`src/rtl/core/wppm_pkg.sv`:
```
// ----------------------------------------------------------------------------
// wppm_pkg: shared definitions of the windowed peak-to-peak monitor
// Configuration register indexes, reset values, default widths and the
// control bundle that drives the per-signal trackers.
// ----------------------------------------------------------------------------
package wppm_pkg;

    localparam int DEF_SAMPLE_BITS = 16;
    localparam int DEF_COUNT_BITS  = 16;
    localparam int NUM_SIGNALS     = 3;

    // Configuration port
    localparam int CFG_W     = 16;
    localparam int CFG_IDX_W = 1;

    typedef enum logic [CFG_IDX_W-1:0] {
        CFG_WINDOW_TICKS = 1'b0,
        CFG_START_DELAY  = 1'b1
    } t_cfg_idx;

    // 60 * 100 and 30 * 100 ticks
    localparam logic [CFG_W-1:0] WINDOW_TICKS_RST = CFG_W'(60 * 100);
    localparam logic [CFG_W-1:0] START_DELAY_RST  = CFG_W'(30 * 100);

    // One step of every tracker, already qualified by the pipeline advance.
    typedef struct packed {
        logic restart;  // clear trackers and published spans
        logic track;    // fold in the sample of this tick
        logic close;    // publish spans and clear trackers before folding
    } t_trk_ctrl;

endpackage

```
`src/rtl/core/wppm_tracker.sv`:
```
// ----------------------------------------------------------------------------
// wppm_tracker: running min/max tracker of one signal
// Keeps the minimum and maximum of the valid samples in the current window
// and holds the span published when the last window closed.
// ----------------------------------------------------------------------------
module wppm_tracker #(
    parameter int SAMPLE_BITS = wppm_pkg::DEF_SAMPLE_BITS
) (
    input  logic                          i_clk,
    input  logic                          i_rst_n,
    input  wppm_pkg::t_trk_ctrl           i_ctrl,
    input  logic signed [SAMPLE_BITS-1:0] i_sample,
    input  logic                          i_ok,
    output logic        [SAMPLE_BITS-1:0] o_span,
    output logic                          o_span_ok
);
    import wppm_pkg::*;

    logic signed [SAMPLE_BITS-1:0] r_min, r_max, n_min, n_max;
    logic                          r_seen, n_seen;
    logic        [SAMPLE_BITS-1:0] r_span, n_span;
    logic                          r_span_ok, n_span_ok;

    logic signed [SAMPLE_BITS-1:0] w_base_min, w_base_max;
    logic                          w_base_seen;

    always_comb begin
        // A closing tick starts the new window from empty trackers.
        w_base_seen = i_ctrl.close ? 1'b0 : r_seen;
        w_base_min  = i_ctrl.close ? '0 : r_min;
        w_base_max  = i_ctrl.close ? '0 : r_max;

        n_span    = r_span;
        n_span_ok = r_span_ok;
        if (i_ctrl.close) begin
            n_span    = r_seen ? SAMPLE_BITS'(r_max - r_min) : '0;
            n_span_ok = r_seen;
        end

        n_min  = w_base_min;
        n_max  = w_base_max;
        n_seen = w_base_seen;
        if (i_ok) begin
            if (!w_base_seen || i_sample < w_base_min) begin
                n_min = i_sample;
            end
            if (!w_base_seen || i_sample > w_base_max) begin
                n_max = i_sample;
            end
            n_seen = 1'b1;
        end
    end

    always_ff @(posedge i_clk) begin
        if (!i_rst_n || i_ctrl.restart) begin
            r_min     <= '0;
            r_max     <= '0;
            r_seen    <= 1'b0;
            r_span    <= '0;
            r_span_ok <= 1'b0;
        end else if (i_ctrl.track) begin
            r_min     <= n_min;
            r_max     <= n_max;
            r_seen    <= n_seen;
            r_span    <= n_span;
            r_span_ok <= n_span_ok;
        end
    end

    assign o_span    = r_span;
    assign o_span_ok = r_span_ok;

    // An invalid span always reads as zero.
    a_span_zero_when_invalid: assert property (@(posedge i_clk) disable iff (!i_rst_n)
        !r_span_ok |-> (r_span == '0))
        else $error("span nonzero while marked invalid");

    // The trackers are never ordered wrongly once a sample was seen.
    a_min_le_max: assert property (@(posedge i_clk) disable iff (!i_rst_n)
        r_seen |-> (r_min <= r_max))
        else $error("tracked minimum above maximum");

    // A tick that does not close a window leaves the published span alone.
    a_span_held: assert property (@(posedge i_clk) disable iff (!i_rst_n)
        (!i_ctrl.close && !i_ctrl.restart) |=> $stable(r_span) && $stable(r_span_ok))
        else $error("span changed without a window close");

endmodule

```
`src/rtl/core/windowed_peak_to_peak_monitor_top.sv`:
```
// ----------------------------------------------------------------------------
// windowed_peak_to_peak_monitor_top: peak-to-peak monitor of three signals
//
// Slave stream s_axis carries one tick per transaction: three signed samples
// with valid flags in tdata, and in tuser the request kind (0 = sample tick,
// 1 = restart). Master stream m_axis returns one transaction per tick with the
// last published spans and their valid flags, and window_closed in tuser.
// Configuration: i_cfg_wr_en writes i_cfg_wdata to register i_cfg_index
// (0 = window length in ticks, 1 = start delay in ticks); write while idle.
// An accepted tick is loaded into the input register and then passes on to
// the trackers, whose span registers form the result. Throughput is one tick
// per cycle while the receiver does not stall; the stage enables follow
// m_axis_tready, so a stall of the receiver holds the result and the input
// register and back-pressure reaches s_axis_tready in the same cycle.
// Reset (synchronous, active low) restores the register defaults and acts as
// a restart: trackers and spans cleared, start delay reloaded.
// ----------------------------------------------------------------------------
module windowed_peak_to_peak_monitor_top #(
    parameter  int SAMPLE_BITS = wppm_pkg::DEF_SAMPLE_BITS,
    parameter  int COUNT_BITS  = wppm_pkg::DEF_COUNT_BITS,
    localparam int LANES_W     = wppm_pkg::NUM_SIGNALS * (SAMPLE_BITS + 1),
    localparam int TDATA_W     = ((LANES_W + 7) / 8) * 8
) (
    input  logic                           i_clk,
    input  logic                           i_rst_n,
    // configuration
    input  logic                           i_cfg_wr_en,
    input  logic [wppm_pkg::CFG_IDX_W-1:0] i_cfg_index,
    input  logic [wppm_pkg::CFG_W-1:0]     i_cfg_wdata,
    // input ticks
    input  logic                           s_axis_tvalid,
    output logic                           s_axis_tready,
    // low to high: inlet_sample, inlet_ok, outlet_sample, outlet_ok,
    // meniscus_sample, meniscus_ok, zero padding
    input  logic [TDATA_W-1:0]             s_axis_tdata,
    // req_type
    input  logic                           s_axis_tuser,
    // results
    output logic                           m_axis_tvalid,
    input  logic                           m_axis_tready,
    // low to high: inlet_span, inlet_span_ok, outlet_span, outlet_span_ok,
    // meniscus_span, meniscus_span_ok, zero padding
    output logic [TDATA_W-1:0]             m_axis_tdata,
    // window_closed
    output logic                           m_axis_tuser
);
    import wppm_pkg::*;

    localparam int LANE_W = SAMPLE_BITS + 1;
    localparam int CMP_W  = ((COUNT_BITS > CFG_W) ? COUNT_BITS : CFG_W) + 1;

    // configuration registers
    logic [CFG_W-1:0] r_window_ticks, r_start_delay;

    always_ff @(posedge i_clk) begin
        if (!i_rst_n) begin
            r_window_ticks <= WINDOW_TICKS_RST;
            r_start_delay  <= START_DELAY_RST;
        end else if (i_cfg_wr_en) begin
            case (t_cfg_idx'(i_cfg_index))
                CFG_WINDOW_TICKS: r_window_ticks <= i_cfg_wdata;
                CFG_START_DELAY:  r_start_delay  <= i_cfg_wdata;
                default:          ;
            endcase
        end
    end

    // pipeline control
    logic               r_in_vld, r_out_vld, r_in_req, r_closed, n_closed;
    logic [LANES_W-1:0] r_in_data;
    logic               w_out_en, w_adv;

    assign w_out_en      = !r_out_vld || m_axis_tready;
    assign w_adv         = r_in_vld && w_out_en;
    assign s_axis_tready = !r_in_vld || w_out_en;

    always_ff @(posedge i_clk) begin
        if (!i_rst_n) begin
            r_in_vld <= 1'b0;
        end else if (s_axis_tready) begin
            r_in_vld <= s_axis_tvalid;
        end
    end

    always_ff @(posedge i_clk) begin
        if (s_axis_tvalid && s_axis_tready) begin
            r_in_data <= s_axis_tdata[LANES_W-1:0];
            r_in_req  <= s_axis_tuser;
        end
    end

    // delay and window counters
    logic [COUNT_BITS-1:0] r_delay_left, r_window_count;
    logic [CMP_W-1:0]      w_next;
    logic                  w_delaying, w_close;
    t_trk_ctrl             w_ctrl;

    assign w_delaying = (r_delay_left != '0);
    assign w_next     = CMP_W'(r_window_count) + CMP_W'(1);
    assign w_close    = w_next > CMP_W'(r_window_ticks);

    always_comb begin
        w_ctrl.restart = w_adv && r_in_req;
        w_ctrl.track   = w_adv && !r_in_req && !w_delaying;
        w_ctrl.close   = w_ctrl.track && w_close;
        n_closed       = w_ctrl.close;
    end

    always_ff @(posedge i_clk) begin
        if (!i_rst_n) begin
            r_delay_left   <= COUNT_BITS'(START_DELAY_RST);
            r_window_count <= '0;
            r_out_vld      <= 1'b0;
            r_closed       <= 1'b0;
        end else begin
            if (w_out_en) begin
                r_out_vld <= r_in_vld;
            end
            if (w_adv) begin
                r_closed <= n_closed;
                if (r_in_req) begin
                    r_delay_left   <= COUNT_BITS'(r_start_delay);
                    r_window_count <= '0;
                end else if (w_delaying) begin
                    r_delay_left <= r_delay_left - COUNT_BITS'(1);
                end else if (w_close) begin
                    r_window_count <= '0;
                end else begin
                    r_window_count <= w_next[COUNT_BITS-1:0];
                end
            end
        end
    end

    // per-signal trackers; their span registers are the result register
    logic [NUM_SIGNALS-1:0]  w_span_ok;
    logic [LANES_W-1:0]      w_result;

    for (genvar g = 0; g < NUM_SIGNALS; g++) begin : g_lane
        logic [SAMPLE_BITS-1:0] w_span;

        wppm_tracker #(
            .SAMPLE_BITS (SAMPLE_BITS)
        ) u_tracker (
            .i_clk     (i_clk),
            .i_rst_n   (i_rst_n),
            .i_ctrl    (w_ctrl),
            .i_sample  (r_in_data[g*LANE_W +: SAMPLE_BITS]),
            .i_ok      (r_in_data[g*LANE_W + SAMPLE_BITS]),
            .o_span    (w_span),
            .o_span_ok (w_span_ok[g])
        );

        assign w_result[g*LANE_W +: LANE_W] = {w_span_ok[g], w_span};
    end

    assign m_axis_tvalid = r_out_vld;
    assign m_axis_tdata  = TDATA_W'(w_result);
    assign m_axis_tuser  = r_closed;

    // A restart leaves every span invalid and reloads the start delay.
    a_restart_clears: assert property (@(posedge i_clk) disable iff (!i_rst_n)
        w_ctrl.restart |=> (w_span_ok == '0) && !r_closed
                           && (r_delay_left == COUNT_BITS'($past(r_start_delay))))
        else $error("restart did not clear the monitor");

    // No window closes while the start delay is still running.
    a_no_close_in_delay: assert property (@(posedge i_clk) disable iff (!i_rst_n)
        (w_adv && !r_in_req && w_delaying) |=> !r_closed)
        else $error("window closed during start delay");

    // A closing tick restarts the window count.
    a_close_resets_count: assert property (@(posedge i_clk) disable iff (!i_rst_n)
        w_ctrl.close |=> (r_window_count == '0) && r_closed && r_out_vld)
        else $error("window close did not restart the count");

    // State only moves when an item passes into the result stage.
    a_state_holds_on_stall: assert property (@(posedge i_clk) disable iff (!i_rst_n)
        !w_adv |=> $stable(r_window_count) && $stable(r_delay_left) && $stable(r_closed))
        else $error("counters moved without a transaction");

endmodule

```
`config.mk`:
```
export PLATFORM = sky130hd
export DESIGN_NAME = windowed_peak_to_peak_monitor_top
export DESIGN_NICKNAME = d
export VERILOG_FILES = /design/src/rtl/core/wppm_pkg.sv /design/src/rtl/core/wppm_tracker.sv /design/src/rtl/core/windowed_peak_to_peak_monitor_top.sv
export SDC_FILE = /design/constraint.sdc
export NUM_CORES = 1
export LEC_CHECK = 0
export BUFFER_PORTS_ARGS = -buffer_cell sky130_fd_sc_hd__buf_4
export CORE_ASPECT_RATIO = 0.7
export CORE_MARGIN = 3
export CORE_UTILIZATION = 55
export CTS_CLUSTER_DIAMETER = 100
export DETAILED_ROUTE_END_ITERATION = 16
export GPL_TIMING_DRIVEN = 0
export PLACE_DENSITY_LB_ADDON = 0.1
export SKIP_LAST_GASP = 1
export SLEW_MARGIN = 20
export SYNTH_ARGS = -nofsm -noshare
export SYNTH_HDL_FRONTEND = slang
export SYNTH_SLANG_ARGS = --single-unit
export TNS_END_PERCENT = 100
```
`constraint.sdc`:
```
create_clock -name i_clk -period 15.6 [get_ports i_clk]
set_input_delay 2.34 -clock i_clk [delete_from_list [all_inputs] [get_ports i_clk]]
set_output_delay 2.34 -clock i_clk [all_outputs]
set_load 0.02 [all_outputs]
```
* Yosys cells after proc, flatten, opt, wreduce, memory -nomap -nowiden *
Index checks and enable logic that the tools add are counted.

operators by class
  add/sub/neg operators = 5
  magnitude comparators = 7
  eq/ne operators = 1
  muxes and demuxes = 32
  bitwise operators = 1
  reductions and logical operators = 30

operators by type and width
  cell                   number
  $mux 16                26
  $gt 16x16->1           3
  $lt 16x16->1           3
  $sub 16x16->16         3
  $add 16x1->17 const B  1
  $gt 17x16->1           1
  $reduce_bool 16->1     1
  $sub 16x1->16 const B  1
  $reduce_and 2->1       5
  $logic_or 1x1->1       9
  $logic_not 1->1        8
  $logic_and 1x1->1      6
  $mux 1                 6
  $ne 2x2->1 const B     1
  $reduce_bool 2->1      1
  $not 1->1              1

word-level totals
  flip-flop bits (word level) = 269
  bits of input ports = 79
  output and inout bits = 59
  word-level logic and storage cells = 100

* Depth between registers and ports, before layout *
Gate-level depths: netlist (run 1).

  depth in word-level cells = 11
  mapped depth = 31
  depth with buffers taken out = 24

* Hierarchy *
A second synthesis (run 1) with hierarchy kept.

unflattened totals
  cell total of the unflattened synthesis = 1628
  area, all modules = 15137.0 um2

by module, submodules not included
  module                                   instances  cells each  area each (um2)  seq. area each (um2)
  wppm_tracker at g_lane[0].u_tracker ...  2          384         3355.7           1001.0
  windowed_peak_to_peak_monitor_top        1          503         5121.2           2902.8
  wppm_tracker at g_lane[2].u_tracker      1          357         3304.4           1001.0

* Worst setup path before layout (run 1) *
No wires, ideal clock.

  path type = reg2reg
  start point = register r_window_count[2]
  end point = register g_lane[1].u_tracker.r_min[5]
  setup time = 0.069 ns
  arrival = 6.229 ns
  data required time = 15.531 ns
  setup slack = 9.302 ns
  cell stages (with the launch flop) = 31
  buffers on the path = 6
  clock period less this slack = 6.298 ns
  cells stage by stage = dfxtp_1 -> and3_1 -> clkbuf_1 -> and3_1 -> clkbuf_1 -> and3_1 -> and3_1 -> nand3_1 -> xnor2_1 -> ha_1 -> nand3_1 -> or4_1 -> nor2_1 -> a31o_2 -> nand2_1 -> nand2b_1 -> clkbuf_1 -> clkbuf_1 -> nand2_1 -> ha_1 -> nand2_1 -> o21bai_1 -> a2111o_1 -> nor2_1 -> a221oi_1 -> nor4b_1 -> or3_1 -> buf_2 -> buf_6 -> nand3_1 -> o21ai_1

on the way
  longest elaborated chain between the ends = 8
  elaborated cells on any way between the ends = 10
  classes of those cells = add/sub: 1; order compare: 2; mux: 4; reduce/logical: 3

ends and longest elaborated chain
  element                                          line                                      source
  from (decl)                                      windowed_peak_to_peak_monitor_top.sv:93   logic [COUNT_BITS-1:0] r_delay_left, r_window_count;
  from (signal assigned)                           windowed_peak_to_peak_monitor_top.sv:129  r_window_count <= w_next[COUNT_BITS-1:0];
  $add 16x1->17 *                                  windowed_peak_to_peak_monitor_top.sv:99   assign w_next = CMP_W'(r_window_count) + CMP_W'(1);
  $gt 17x16->1 *                                   windowed_peak_to_peak_monitor_top.sv:100  assign w_close = w_next > CMP_W'(r_window_ticks);
  $logic_and 1x1->1 *                              windowed_peak_to_peak_monitor_top.sv:105  w_ctrl.close = w_ctrl.track && w_close;
  $mux 16 or $mux 1 (tied branches)                wppm_tracker.sv:30, wppm_tracker.sv:29
  $lt 16x16->1 or $logic_not 1->1 (tied branches)  wppm_tracker.sv:44                        if (!w_base_seen || i_sample < w_base_min) begin
  $logic_or 1x1->1                                 wppm_tracker.sv:44
  $mux 16                                          wppm_tracker.sv:44
  $mux 16 *                                        wppm_tracker.sv:43                        if (i_ok) begin
  to (signal assigned)                             wppm_tracker.sv:62                        r_min <= n_min;
  to (decl)                                        wppm_tracker.sv:19                        logic signed [SAMPLE_BITS-1:0] r_min, r_max, n_min, n_max;

Mark *: on every way between the ends. The rest lies on a longest branch, timed or not.
A chain may end at the register's enable or synchronous reset.

* Worst setup path in the final report (run 1) *
  start point = register r_window_count[2]
  end point = register g_lane[0].u_tracker.r_min[13]

on the way
  longest elaborated chain between the ends = 8
  elaborated cells on any way between the ends = 10
  classes of those cells = add/sub: 1; order compare: 2; mux: 4; reduce/logical: 3

ends and longest elaborated chain
  element                                          line
  $add 16x1->17 *                                  windowed_peak_to_peak_monitor_top.sv:99
  $gt 17x16->1 *                                   windowed_peak_to_peak_monitor_top.sv:100
  $logic_and 1x1->1 *                              windowed_peak_to_peak_monitor_top.sv:105
  $mux 16 or $mux 1 (tied branches)                wppm_tracker.sv:30, wppm_tracker.sv:29
  $lt 16x16->1 or $logic_not 1->1 (tied branches)  wppm_tracker.sv:44
  $logic_or 1x1->1                                 wppm_tracker.sv:44
  $mux 16                                          wppm_tracker.sv:44
  $mux 16 *                                        wppm_tracker.sv:43
  to (signal assigned)                             wppm_tracker.sv:62
  to (decl)                                        wppm_tracker.sv:19

Marked as above.

==> results list, run 1 <==
* Number of synthesized register bits: approximately 270
- Antenna violation net count after detailed routing: 0
- After synthesis, the share of flip-flops with an asynchronous set or reset is 0.
* GRT Util Overall: 0.278
* Post-detailed-placement cell area: 0.0163 mm^2
* Area of the die: 0.0290 mm^2
* Peak VDD IR: 71.5 uV
- Max-cap violations in this run came to 0.
* HPWL after DPL: 31800 um
- The analysis attributes to cell leakage a power of 6.71 nW.
- Number of standard cells in the layout, taps in and fillers out: ~2200
* Routed wirelength normalized by instance count: ~19 um
- The later pin in the worst-skew pair is clocked with a latency of ~0.57 ns.
- Compared with the post-synthesis result, the final layout area differs by 15.8%.
- During synthesis, Yosys emitted a total of 0 warnings.
- Ranking of synthesized cells by instance count: sky130_fd_sc_hd__nand2_1, sky130_fd_sc_hd__dfxtp_1, sky130_fd_sc_hd__ha_1
- After detailed routing, the number of remaining DRC violations is 0.
* Cell with the most instances after synthesis: sky130_fd_sc_hd__nand2_1
- Die boundary height: around 140 um
- Summing all flip-flop and latch instances after layout gives 0.00591 mm^2.
- Hold_ws: around 0.46 ns
- Number of hold-slack violations in the final timing report: 0
- Number of antenna violations at the first check in global routing: 0
* Post-Synth XOR/XNOR Area: 0.0307
- The flow ran to the end, and the final reports show no timing, DRC or antenna violations.
- The worst setup path is launched from a flop.
* Number of buffer cells added on primary ports: around 130
- TritonCTS built the clock tree.
- The cell sitting at the root of the clock tree is a sky130_fd_sc_hd__clkbuf_16.
* Finished Cell Area: about 0.017 mm^2
* Setup crit end kind: flop
- After synthesis, the largest family of logic cells by area is compound AO/OA/AOI/OAI gates.
- Mux cell area share after synthesis: 0.00447
- After clock tree synthesis, the clock-pin slew on the worst setup and hold paths is 0.06 ns.
- Initial Utilization: 0.569
* Final critical-path share of the clock period: 0.523
- The floorplan has 49 rows.
- Class of the tightest hold or removal check: flop to flop
- Cell mode on critical path: sky130_fd_sc_hd__clkbuf_1
- Pre-Repair DR Iteration Count: 7
* Sequential element share of the synthesized area: 0.398
- Pins Over Slew Limit: 0
* Placer Congestion: between 0.9 and 1
* Buffers inserted by post-CTS timing repair: 0
* Relative slew margins: 0.383
- Int Power: approximately 1.1 mW
* Adder-cell share of the synthesized area: 0.136
- Of the cells placed in the final design, the portion with a size suffix greater than 1 is 0.109.
- CTS Hold Bufs: 0
- Fraction of power consumed by the clock network: 0.442
* Main flop type after synthesis: sky130_fd_sc_hd__dfxtp_1
* Register-to-register path setup slack: ~7.4 ns
- Number of CTS-inserted buffers: 28
- Cell area power density: between 80 and 90 mW/mm^2
* Filler cell count: ~2200
- Leading post-synthesis cells by cell area: sky130_fd_sc_hd__dfxtp_1, sky130_fd_sc_hd__ha_1, sky130_fd_sc_hd__edfxtp_1, sky130_fd_sc_hd__nand2_1, sky130_fd_sc_hd__a21oi_1
- The worst setup path is of the flop to flop kind.
* Proportion of power drawn by flip-flops and latches: 0.491
- Final net count: around 2100
- Entering global routing, the biggest net connects 29 pins.
- Worst slew pin tran: 0.918 ns
* Synth Area in Simple Gates: 0.181
- STA puts the critical path data required time at 16.11 ns.
- Vias in the first global route: around 12000
- Post-synthesis cell count: between 1500 and 2000
* Worst path arrival time: just under 9 ns
- Comb power frac: 0.067
- After synthesis the cells add up to around 0.015 mm^2.
- Number of diodes added for antenna fixing: 0
* Switching share of power: 0.238
- Sink Count: between 200 and 300
- Dividing the detail-routed via count by the number of cells gives between 5 and 6.
- In this run the deepest clock path goes through 3 buffers.
- OpenSTA, run right after detailed placement, puts the worst setup slack at ~7.7 ns.
* Global route overflow: 0
- Setup violations remaining at the end of the flow were counted as 0.
* Placed Cells incl. Taps: 2174
* Crit-path max FO: 10
- Summed over all failing endpoints, the final setup total negative slack is 0 ns.
- In this run, distinct cell masters in the synthesized netlist total 70.
* Number of synthesized flops with an enable pin: 52
* Highest cell delay on the worst timing path: 0.79 ns
- Highest achievable clock rate: between 100 and 150 MHz
* Area used by multi-input combinational logic: between 0.008 and 0.009 mm^2
- Setup repair after global routing missed its margin: false
- Top Ports: between 100 and 150
- Total of cells resized after clock tree synthesis: 0
* Synthesized area divided by synthesized cell count: around 8.8 um^2
- The floorplan step set the die width to slightly above 200 um.
- Summed over all nets, the switching power comes to ~0.36 mW.
- Overall routed net length: approximately 41000 um
* Area fraction in compound gates after synthesis: 0.203
- CTS built an H-tree with a depth of 1.
- sky130_fd_sc_hd__dfxtp_1 takes more of the synthesized area than any other cell.
* Tmin final: slightly above 8 ns
* Setup slack after layout: between 7 and 8 ns
- Master of the slowest instance on the critical path: sky130_fd_sc_hd__o31ai_1
- The region available for standard cell placement spans ~0.026 mm^2.
- First-pass GRT wire length: 65300 um
* Final setup skew: 0.0211 ns
* Proportion of netlist area held by the largest area contributor: 0.293
- Across all layers, the routed design uses roughly 13000 vias.
- DRC marker count from the first detailed-route iteration: 1054
-- registers in the layout (all words and copies together) (netlist names) --
signal	count
r_in_req	1
g_lane.u_tracker.o_span	48
g_lane.u_tracker.r_max	48
g_lane.u_tracker.r_min	48
r_in_data	51
m_axis_tvalid	1
m_axis_tuser	1
r_delay_left	16
r_window_ticks	16
r_window_count	16
r_in_vld	1
r_start_delay	16
g_lane.u_tracker.o_span_ok	3
g_lane.u_tracker.r_seen	3
-- kinds of logic (layout without fill, tap and decap cells) --
| kind of cell | Yosys count | after routing |
|---|---|---|
| AO/OA/AOI/OAI | 439 | 439 |
| XOR/XNOR | 52 | 52 |
| adder cells (fa/ha/maj) | 159 | 159 |
| buffers and inverters | 175 | 355 |
| flip-flops | 269 | 269 |
| multiplexers | 6 | 6 |
| other | 1 | 5 |
| AND/OR/NAND/NOR | 584 | 584 |
-- metrics by stage --
step,power [mW],utilization
6_report,1.51,0.658
5_1_grt,1.56,0.658
4_1_cts,1.51,0.658
3_5_place_dp,0.853,0.624
3_3_place_gp,0.849,0.623
2_1_floorplan,0.810,-
-- worst max-delay path: cells and delay by family (launching register included) --
family / cells / cell delay, ns
AND/OR/NAND/NOR: 12 / 2.57
AO/OA/AOI/OAI: 9 / 1.95
buffers and inverters: 6 / 2.33
adder cells (fa/ha/maj): 2 / 0.63
flip-flops: 1 / 0.44
XOR/XNOR: 1 / 0.17
-- path summary, 6_finish.rpt --
kind / start / to / depth (start not counted)
worst min register to register: g_lane[2].u_tracker.o_span[9] / g_lane[2].u_tracker.o_span[9] / 2
worst max-delay path: r_window_count[2] / g_lane[0].u_tracker.r_min[13] / 30
worst min-delay path: g_lane[2].u_tracker.o_span[9] / g_lane[2].u_tracker.o_span[9] / 2
worst max register to register: r_window_count[2] / g_lane[0].u_tracker.r_min[13] / 30
-- power by group through the flow --
| stage | logic (mW) | clock network, mW | registers [mW] |
|---|---|---|---|
| after detailed placement | 0.0994 | 0 | 0.754 |
| after global placement | 0.0951 | 0 | 0.754 |
| after CTS | 0.100 | 0.674 | 0.739 |
| after global routing | 0.114 | 0.703 | 0.740 |
| after floorplan | 0.0616 | 0 | 0.748 |
| final | 0.101 | 0.665 | 0.739 |
-- layout by cell type (no fill, tap or decap), types with 8 or more instances in the layout --
cell / instances
sky130_fd_sc_hd__nand2_1: 272
sky130_fd_sc_hd__dfxtp_1: 217
sky130_fd_sc_hd__ha_1: 156
sky130_fd_sc_hd__buf_4: 135
sky130_fd_sc_hd__a21oi_1: 119
sky130_fd_sc_hd__nand3_1: 91
sky130_fd_sc_hd__nor2_1: 83
sky130_fd_sc_hd__inv_1: 83
sky130_fd_sc_hd__clkbuf_1: 74
sky130_fd_sc_hd__o21ai_0: 71
sky130_fd_sc_hd__edfxtp_1: 52
sky130_fd_sc_hd__xnor2_1: 34
sky130_fd_sc_hd__a32o_1: 32
sky130_fd_sc_hd__a22o_1: 32
sky130_fd_sc_hd__clkbuf_16: 30
sky130_fd_sc_hd__nor2b_1: 28
sky130_fd_sc_hd__a21boi_0: 27
sky130_fd_sc_hd__a21o_1: 26
sky130_fd_sc_hd__o211ai_1: 20
sky130_fd_sc_hd__nor3_1: 19
sky130_fd_sc_hd__xor2_1: 18
sky130_fd_sc_hd__and3_1: 17
sky130_fd_sc_hd__o2bb2ai_1: 16
sky130_fd_sc_hd__o21a_1: 15
sky130_fd_sc_hd__nand4_1: 14
sky130_fd_sc_hd__buf_1: 10
sky130_fd_sc_hd__nand3b_1: 9
sky130_fd_sc_hd__nand2b_1: 9
sky130_fd_sc_hd__or3_1: 8
sky130_fd_sc_hd__o21bai_1: 8
sky130_fd_sc_hd__and2_1: 8
sky130_fd_sc_hd__a22oi_1: 8
sky130_fd_sc_hd__clkinv_2: 8
-- layout make-up --
type	instances	area share
inverters	83	0.0181
multi-input cells	1245	0.480
clock buffers	39	0.0474
plain buffers	92	0.0230
repair buffers	128	0.0566
well taps	357	0.0260
clock inverters	13	0.00524
flip-flops and latches	269	0.343
-- layer usage --
metal  track usage  wire (um)  vias to the layer above
li1              -          -                     6375
met1         0.405      19800                     6267
met2         0.414      17100                      483
met3        0.0618       3270                       94
met4        0.0827       1220                        0
met5             0          0                        -
Note: power is estimated with default switching activity, not from simulation.
==> run 2: changes to the inputs <==
==> constraint.sdc (replaced) <==
create_clock -name i_clk -period 8.1 [get_ports i_clk]
set_input_delay 1.215 -clock i_clk [delete_from_list [all_inputs] [get_ports i_clk]]
set_output_delay 1.215 -clock i_clk [all_outputs]
set_load 0.02 [all_outputs]
==> run 2 against run 1 <==
Core utilization is 0.16 points higher. Power is 93% higher. Combinational power is 94% higher. Final cell count hardly changed. Worst setup slack worse by 7.0 ns. Wire length hardly changed. Sequential share of layout area is 0.085 points lower. Maximum frequency is 6.6% higher. Clock-buffer cell count stayed put. Worst hold slack hardly changed. Critical endpoint unchanged. Largest cell class unchanged.
==> results list, run 2 (synthesized netlist as in run 1, its figures left out) <==
- The largest delay contributor family on the critical path was simple AND/OR/NAND/NOR gates (unchanged).
* Number of CTS-inserted buffers: 28 (unchanged)
* Pre-Repair DR Iteration Count: 5 (was 7)
- The number of nets still failing antenna checks after routing came to 0 (unchanged).
* Area used by multi-input combinational logic: 0.00828 mm^2 (was 0.00826 mm^2)
* Pin count of the biggest net entering global routing: 29 (unchanged)
* Number of buffer cells added on primary ports: 127 (unchanged)
- Maximum clock insertion buffer count: 3 (unchanged)
- HPWL after DPL: 31800 um (unchanged)
- Peak VDD IR: 138 uV (was 71.5 uV)
- GRT Util Overall: 0.278 (unchanged)
* Number of hold-slack violations in the final timing report: 0 (unchanged)
- Via Count: 13181 (was 13219)
- The y dimension of the die was 143 um (unchanged).
* Highest cell delay on the worst timing path: 0.48 ns (was 0.79 ns)
* Tmin final: 7.66 ns (was 8.16 ns)
- The max-slew violation count was 0 (unchanged).
- The number of sinks handled by clock tree synthesis came to 269 (unchanged).
- Worst path arrival time: 8.16 ns (was 8.67 ns)
* Width of the die: 202 um (unchanged)
- Cell chosen for the clock root: sky130_fd_sc_hd__clkbuf_16 (unchanged)
- The critical path endpoint category is a flop (unchanged).
- The flip-flop count of the largest register after layout was 51 (unchanged).
- Register Area: 0.00591 mm^2 (unchanged)
- Top library cells by usage in the layout, fill and taps aside: sky130_fd_sc_hd__nand2_1, sky130_fd_sc_hd__dfxtp_1, sky130_fd_sc_hd__ha_1 (unchanged)
- First-pass GRT wire length: 65300 um (unchanged)
* Number of H-tree levels: 1 (unchanged)
- CP Data Required Time: 8.61 ns (was 16.11 ns)
- Nature of the critical path startpoint: flop (unchanged)
- The slew at the pin closest to its max-slew limit was 0.821 ns (was 0.918 ns).
* Crit-path max FO: 10 (unchanged)
* Master of the slowest instance on the critical path: sky130_fd_sc_hd__or4_1 (was sky130_fd_sc_hd__o31ai_1)
- Top Ports: 138 (unchanged)
- Final critical-path share of the clock period: 0.945 (was 0.523)
* Count of cells along the worst register-to-register path: 30 (unchanged)
- The class of the tightest hold or removal check is flop to flop (unchanged).
* Most common cell after layout, fill and taps aside: sky130_fd_sc_hd__nand2_1 (unchanged)
- Category of the most critical setup path: flop to flop (unchanged)
* Area of the die: 0.0290 mm^2 (unchanged)
* DRC marker count from the first detailed-route iteration: 1052 (was 1054)
* Lkg Pwr: 6.75 nW (was 6.71 nW)
* Fraction of final layout cells with drive strength greater than 1: 0.117 (was 0.109)
- The worst reg-to-reg setup slack was 0.44 ns (was 7.44 ns).
- Final net count: 2086 (was 2085)
- Initial Utilization: 0.569 (unchanged)
- Highest achievable clock rate: 131 MHz (was 123 MHz)
* Vias in the first global route: 12426 (unchanged)
* Global route overflow: 0 (unchanged)
* Routed wirelength normalized by instance count: 18.6 um (about the same)
- The final RePlAce weighted congestion was 0.929 (unchanged).
- The antenna diode count is 0 (unchanged).
- The number of placement rows was 49 (unchanged).
- Number of buffers and inverters on the critical path: 6 (unchanged)
- Run status: complete, no violations (unchanged).
- Post-detailed-placement cell area: 0.0163 mm^2 (unchanged)
- Filler cell count: 2239 (was 2245)
* Area Growth Syn to Fin: 16.1% (was 15.8%)
- Worst skew pair latency: 0.57 ns (about the same)
- The TritonCTS clock tree is built (unchanged).
* Clock transition time at the flip-flop clock pins of the worst setup and hold paths: 0.06 ns (about the same)
* Endpoint of the worst setup timing path: g_lane[0].u_tracker.r_min[13] (unchanged)
- The top register by number of flip-flops is r_in_data (unchanged).
- The total negative slack for setup checks is 0 ns (unchanged).
- CP Launch Point: r_window_count[2] (unchanged)
- The startpoint of the worst register-to-register path was r_window_count[2] (unchanged).
- Number of DRC violations after detailed routing: 0 (unchanged)
- The power density relative to cell area was 168 mW/mm^2 (was 87.6 mW/mm^2).
- Setup violators final: 0 (unchanged)
* Number of vias per cell after detailed routing: 5.92 (was 5.94)
- Relative slew margins: 0.453 (was 0.383)
- Overall routed net length: 41400 um (about the same)
- The critical path depth in cells was 30 (unchanged).
- The final core area utilization is 0.660 (was 0.658).
- Finished Cell Area: 0.0172 mm^2 (about the same)
- The number of max-capacitance violations reported is 0 (unchanged).
- The core box area was 0.0261 mm^2 (unchanged).
- Number of antenna violations at the first check in global routing: 0 (unchanged)
- Setup repair after global routing missed its margin: false (unchanged)
- The final setup skew is 0.0238 ns (was 0.0211 ns).
- Reg2Reg Capture Point: g_lane[0].u_tracker.r_min[13] (unchanged)
## run 2: changes by cell type in the layout (fill, tap and decap cells not counted), sizes merged
cell,before,now
clkbuf,107,113
buf,152,147
## run 2: worst min-delay path by stage
stage                                   startpoint                              to  depth (start not counted)
CTS                 g_lane[1].u_tracker.o_span[10]  g_lane[1].u_tracker.o_span[10]                          2
floorplan            g_lane[1].u_tracker.o_span_ok   g_lane[1].u_tracker.o_span_ok                          2
global route         g_lane[2].u_tracker.o_span[2]   g_lane[2].u_tracker.o_span[2]                          2
global placement     g_lane[0].u_tracker.o_span[8]   g_lane[0].u_tracker.o_span[8]                          2
detailed placement   g_lane[2].u_tracker.o_span[9]   g_lane[2].u_tracker.o_span[9]                          2
finish               g_lane[2].u_tracker.o_span[9]   g_lane[2].u_tracker.o_span[9]                          2
## run 2: what timing repair did
| action | CTS | global route |
|---|---|---|
| resized for setup | 0 | 20 |
| endpoints found under the setup margin | 0 | 73 |
| buffers inserted | 0 | 1 |
| hold buffers | 0 | 0 |
## run 2: routing by layer
metal,vias up,share of wire,GRT usage
li1,6383,-,-
met1,6187,0.48,0.405
met2,517,0.41,0.414
met3,94,0.083,0.0618
met4,0,0.030,0.0827
met5,-,0,0
## run 2: worst reg2reg max path, delay by kind of cell (launching register included)
| family | cells | cell delay [ns] |
|---|---|---|
| flip-flops | 1 | 0.44 |
| adder cells (fa/ha/maj) | 2 | 0.60 |
| XOR/XNOR | 1 | 0.17 |
| buffers and inverters | 6 | 1.93 |
| AO/OA/AOI/OAI | 9 | 1.93 |
| AND/OR/NAND/NOR | 12 | 2.50 |
## run 2: where the power goes
part / switching, mW / total [mW] / internal, mW
sequential: 0.0287 / 1.42 / 1.40
clock: 0.550 / 1.28 / 0.732
combinational: 0.111 / 0.196 / 0.0844
total: 0.690 / 2.90 / 2.21
## run 2: through the flow
step | setup slack (ns) | instances | hold WS [ns] | total power [mW]
floorplan | 1.80 | 1689 | 0.432 | 1.56
global placement | 0.132 | 2173 | 0.443 | 1.64
detailed placement | 0.181 | 2174 | 0.446 | 1.64
CTS | 0.128 | 2226 | 0.456 | 2.91
global route | 0.0318 | 2227 | 0.479 | 3.00
finish | 0.443 | 2227 | 0.455 | 2.90
## run 2: final cells by class
| class | count | area share |
|---|---|---|
| timing repair buffer | 129 | 0.0569 |
| clock inverter | 13 | 0.00523 |
| sequential | 269 | 0.343 |
| clock buffer | 39 | 0.0472 |
| tap | 357 | 0.0259 |
| inverter | 83 | 0.0181 |
| multi-input combinational | 1245 | 0.480 |
| buffer | 92 | 0.0237 |
